`src/rtl/asum_pkg.sv`:
```
// ----------------------------------------------------------------------------
// asum_pkg
// Shared types and constants for the atanh series summation block.
// ----------------------------------------------------------------------------
package asum_pkg;

	localparam int FRAC_BITS = 30;
	localparam int X_W       = 31;
	localparam int EPS_W     = 31;
	localparam int SUM_W     = 40;
	localparam int CNT_W     = 13;
	localparam int MAG_W     = FRAC_BITS;
	localparam int DIV_STEPS = FRAC_BITS;
	localparam int DCNT_W    = $clog2(DIV_STEPS);

	localparam logic [EPS_W-1:0] EPS_RESET = EPS_W'(1074);
	localparam logic [EPS_W-1:0] ONE_FX    = EPS_W'(1) << FRAC_BITS;
	localparam logic [CNT_W-1:0] CNT_SAT   = {CNT_W{1'b1}};

	typedef enum logic [2:0] {
		ST_IDLE,
		ST_SQR,
		ST_MUL,
		ST_PREP,
		ST_DIV,
		ST_ACC,
		ST_FIN
	} state_t;

	typedef struct packed {
		logic load;
		logic square;
		logic mul;
		logic prep;
		logic div_step;
		logic acc;
		logic finish;
	} cmd_t;

	typedef struct packed {
		logic oor;
		logic more;
	} status_t;

endpackage

```
`src/rtl/asum_ctrl.sv`:
```
// ----------------------------------------------------------------------------
// asum_ctrl
// Sequencer: square, per term multiply, prep, divide, accumulate, then finish.
// ----------------------------------------------------------------------------
module asum_ctrl (
	input  logic             clk,
	input  logic             arst_n,
	input  logic             start,
	input  asum_pkg::status_t status,
	output asum_pkg::cmd_t   cmd,
	output logic             busy,
	output logic             done
);
	import asum_pkg::*;

	state_t              state_q;
	state_t              state_nxt;
	logic [DCNT_W-1:0]   div_cnt_q;
	logic                done_q;
	logic                div_last;

	assign div_last = (div_cnt_q == DCNT_W'(DIV_STEPS - 1));

	always_comb begin
		state_nxt = state_q;
		unique case (state_q)
			ST_IDLE: if (start) state_nxt = ST_SQR;
			ST_SQR:  state_nxt = status.oor ? ST_FIN : ST_MUL;
			ST_MUL:  state_nxt = ST_PREP;
			ST_PREP: state_nxt = ST_DIV;
			ST_DIV:  if (div_last) state_nxt = ST_ACC;
			ST_ACC:  state_nxt = status.more ? ST_MUL : ST_FIN;
			ST_FIN:  state_nxt = ST_IDLE;
			default: state_nxt = ST_IDLE;
		endcase
	end

	always_comb begin
		cmd = '0;
		unique case (state_q)
			ST_IDLE: cmd.load     = start;
			ST_SQR:  cmd.square   = 1'b1;
			ST_MUL:  cmd.mul      = 1'b1;
			ST_PREP: cmd.prep     = 1'b1;
			ST_DIV:  cmd.div_step = 1'b1;
			ST_ACC:  cmd.acc      = 1'b1;
			ST_FIN:  cmd.finish   = 1'b1;
			default: cmd          = '0;
		endcase
	end

	always_ff @(posedge clk or negedge arst_n) begin
		if (!arst_n) begin
			state_q   <= ST_IDLE;
			div_cnt_q <= '0;
			done_q    <= 1'b0;
		end else begin
			state_q <= state_nxt;
			done_q  <= (state_q == ST_FIN);
			if (state_q == ST_PREP) begin
				div_cnt_q <= '0;
			end else if (state_q == ST_DIV) begin
				div_cnt_q <= div_cnt_q + DCNT_W'(1);
			end
		end
	end

	assign busy = (state_q != ST_IDLE);
	assign done = done_q;

`ifndef NO_ASSERTIONS
	a_div_cnt_range: assert property (@(posedge clk) disable iff (!arst_n)
		(state_q == ST_DIV) |-> (div_cnt_q < DCNT_W'(DIV_STEPS)))
		else $error("divide step counter out of range");
	a_cmd_onehot: assert property (@(posedge clk) disable iff (!arst_n)
		$onehot0(cmd))
		else $error("more than one datapath command");
	a_done_after_fin: assert property (@(posedge clk) disable iff (!arst_n)
		(state_q == ST_FIN) |=> done_q && (state_q == ST_IDLE))
		else $error("finish did not produce a result strobe");
`endif

endmodule

```
`config.mk`:
```
export PLATFORM = sky130hd
export DESIGN_NAME = asum_ctrl
export DESIGN_NICKNAME = d
export VERILOG_FILES = /design/src/rtl/asum_pkg.sv /design/src/rtl/asum_ctrl.sv
export SDC_FILE = /design/constraint.sdc
export NUM_CORES = 1
export LEC_CHECK = 0
export ABC_AREA = 1
export ABC_CLOCK_PERIOD_IN_PS = 1300
export BUFFER_PORTS_ARGS = -buffer_cell sky130_fd_sc_hd__buf_2
export CAP_MARGIN = 10
export CORE_UTILIZATION = 35
export DETAILED_ROUTE_END_ITERATION = 7
export HOLD_SLACK_MARGIN = 0.05
export PLACE_DENSITY = 0.59
export SLEW_MARGIN = 30
export SYNTH_ARGS = -nofsm -noshare
export SYNTH_HDL_FRONTEND = slang
export SYNTH_SLANG_ARGS = --single-unit
```
`constraint.sdc`:
```
create_clock -name clk -period 1.3 [get_ports clk]
set_input_delay 0.195 -clock clk [delete_from_list [all_inputs] [get_ports clk]]
set_output_delay 0.195 -clock clk [all_outputs]
set_load 0.05 [all_outputs]
```
==> summary.md <==
| Metric | Value |
|---|---|
| CP max stage delay | 430 ps |
| PortBufs | 13 |
| Mean Syn Cell Area | 7.60 µm² |
| Maximum clock frequency | ~720 MHz |
| Total Routing Usage GR | between 10% and 20% |
| Reg-to-Reg Start | state_q[0]$_DFFE_PN0P_ |
| WL per Instance | just over 10 µm |
| CTS tree | built |
| Final setup fails | 7 |
| Die Y | 40.4 µm |
| Final slew viol count | 0 |
| CTS Buf Count | 3 |
| Seq cells post-synth | 9 |
| Die area | about 1600 µm² |
| Final #Nets | between 100 and 150 |
| Seq/Total Area, Yosys | ~44% |
| Core footprint | about 1300 µm² |
| Routed vias/inst | around 4.6 |
| I/O pin count | 14 |
| Most used routing layer | met2 |
| H-tree lvl count | 1 |
| Gpl congestion | 0.654 |
| Crit path depth | 4 |
| Crit end category | output pin |
| Worst setup SP type | flop |
| Clock skew | 5.01 ps |
| HP Class | in -> reg |
| Max Cap Viol | 0 |
| Die width | 40.4 µm |
| Worst EP required | between 1000 and 1500 ps |
| Worst Max-Slew Pin Slew | 252 ps |
| Most frequent cells in the layout | buf_4 (11), nand2_1 (9), nor2_1 (9) |
| Hold Crit Start | status[1] |
| Commonest non-fill, non-tap cell in the layout | buf_4 |
| Global-route wire length before repair | roughly 1.8 mm |
| Unrepaired setup endpoints after global routing | true |
| Starting density of the core | 38.7% |
| PD cells | about 2700 nW/µm² |
| Syn Inst Count | between 60 and 70 |
| First DRT Iteration DRCs | 4 |
| Status | finished, violations left |
| Lkg Pwr | between 0.4 and 0.5 nW |
| Pin count of the biggest net entering global routing | 10 |
| Initial antenna violation count | 0 |
| Post-Syn Nets | 75 |
| # DRC | 0 |
| Setup Total Neg Slack | -556 ps |
| Hold slack | between 150 and 200 ps |
| Drt total wl | between 1 and 1.5 mm |
| TritonRoute pass-1 iters | 2 |
| Worst hold stages | 3 |
| Mapped cell area | 517 µm² |
| Area Overhead vs Synth | 69.7% |
| Diodes inserted | 0 |
| Vias in the first global route | roughly 450 |
| Vias post-DR | 515 |
| Share of post-route cells with drive strength above 1 | roughly 52% |
| R2r endpoint | state_q[0]$_DFFE_PN0P_ |
| Failing checks | negative setup slack |
| YS warnings | 0 |
| Global Route met3 Usage | around 1.7% |
| Worst-path clk slew | approximately 60 ps |
| TritonCTS sink count | 9 |
| Minimum clock period | roughly 1400 ps |
| HPWL after detailed placement | about 790 µm |
| Relative slew slack | 83.3% |
| Final worst setup slack | -97.4 ps |
| Post-layout util | between 60% and 70% |
| Crit path max-delay family | flip-flops |
| Cell breakdown of the critical path | buf_6 > nand2_2 > nor2_4 > buf_8 |
| Final Power | between 2 and 2.5 mW |
| Row count | 13 |
| Total gr overflow | 0 |
| Met2 Resource Use GR | between 20% and 30% |
| Met1 usage | 21.5% |
| Slowest CP cell | dfrtp_2 |
| VDD IR max | about 1.7 mV |
| Final hold vios | 0 |
| Period utilization | 107% |
| WHS Endpoint | state_q[2]$_DFFE_PN0P_ |
| CTS max path bufs | 2 |
| Critical Path Fanout Max | 4 |
| Cell variety after synth | 17 |
| Skew-Pair Late Insertion Delay | 260 ps |
| CTS root buf | clkbuf_4 |
| CP Class | reg -> out |
| Post-route antenna net violation count | 0 |
| FF-to-FF setup slack | roughly 70 ps |
| Worst EP arrival | about 1200 ps |
| Reg2Reg Depth | 9 |
| Critical path buffers and inverters | 2 |
kinds of logic (layout without fill, tap and decap cells):
logic type	after synthesis	after routing	share of synthesized area, %
compound gates	2	2	2.18
xor+xnor	1	1	1.70
fa+ha+maj	2	2	4.84
buf+inv	12	42	10.2
flops	9	9	43.6
mux	1	1	1.94
simple gates	41	41	35.6
worst register-to-register path: stages (launching register included):
cell and delay, ps:
dfrtp_2 440, nor2_4 140, buf_6 110, nand2_4 50, inv_4 60, buf_4 90, buf_4 90, nand2_1 50
nand2_1 50, nor2_1 30
cell usage after synthesis, drive strengths merged:
| library cell | count | share of area (%) |
|---|---|---|
| nand3 | 7 | 6.8 |
| o21ai | 1 | 0.97 |
| mux2i | 1 | 1.9 |
| xor2 | 1 | 1.7 |
| nor2 | 17 | 13 |
| ha | 2 | 4.8 |
| o22ai | 1 | 1.2 |
| inv | 11 | 8.0 |
| nand3b | 1 | 1.5 |
| buf | 1 | 2.2 |
| nor3 | 2 | 1.9 |
| dfrtp | 9 | 44 |
| nand2 | 14 | 12 |
layout make-up:
type	count	area [µm²]
Multi-Input combinational cell	47	312
Timing Repair Buffer	27	245
Clock buffer	4	26.3
Fill cell	112	457
Tap cell	15	18.8
Inverter	11	46.3
Sequential cell	9	229
layer usage:
layer | up-vias | routed length (µm)
met2 | 14 | 526
met1 | 229 | 556
met5 | - | 0
li1 | 268 | -
met4 | 0 | 42
met3 | 4 | 46
worst max-delay path by stage:
stage | to | slack (ps) | from
2_1_floorplan | cmd[1] | -220 | state_q[0]$_DFFE_PN0P_
3_3_place_gp | cmd[6] | 40 | state_q[0]$_DFFE_PN0P_
3_5_place_dp | cmd[6] | 20 | state_q[0]$_DFFE_PN0P_
4_1_cts | cmd[5] | -120 | state_q[0]$_DFFE_PN0P_
5_1_grt | cmd[2] | -160 | state_q[0]$_DFFE_PN0P_
6_report | cmd[0] | -100 | state_q[1]$_DFFE_PN0P_
through the flow:
step                cell area [µm²]  cells  worst slack (ps)
floorplan                       534     68              -219
global placement                644    100              41.6
detailed placement              644    100              18.4
CTS                             815    111              -118
global route                    877    113              -157
finish                          877    113             -97.4
power breakdown:
| group | leakage (nW) | switching [mW] | total [mW] | internal, mW |
|---|---|---|---|---|
| logic | 0.325 | 0.919 | 1.61 | 0.693 |
| clock network | 0.0150 | 0.0957 | 0.214 | 0.118 |
| registers | 0.113 | 0.151 | 0.554 | 0.403 |
| total | 0.453 | 1.17 | 2.38 | 1.21 |
sequential cells by signal, indices dropped and copies added (netlist names):
signal,flops
div_cnt_q,5
done,1
state_q,3
timing repair:
action                                  in CTS  in global routing
gates resized for setup                     29                 14
hold buffers                                 1                  0
hold endpoints to repair                     9                  0
buffers inserted                             6                  3
pin swaps                                    4                  4
endpoints found under the setup margin       8                 14
Power figures use the tool's default switching activity.
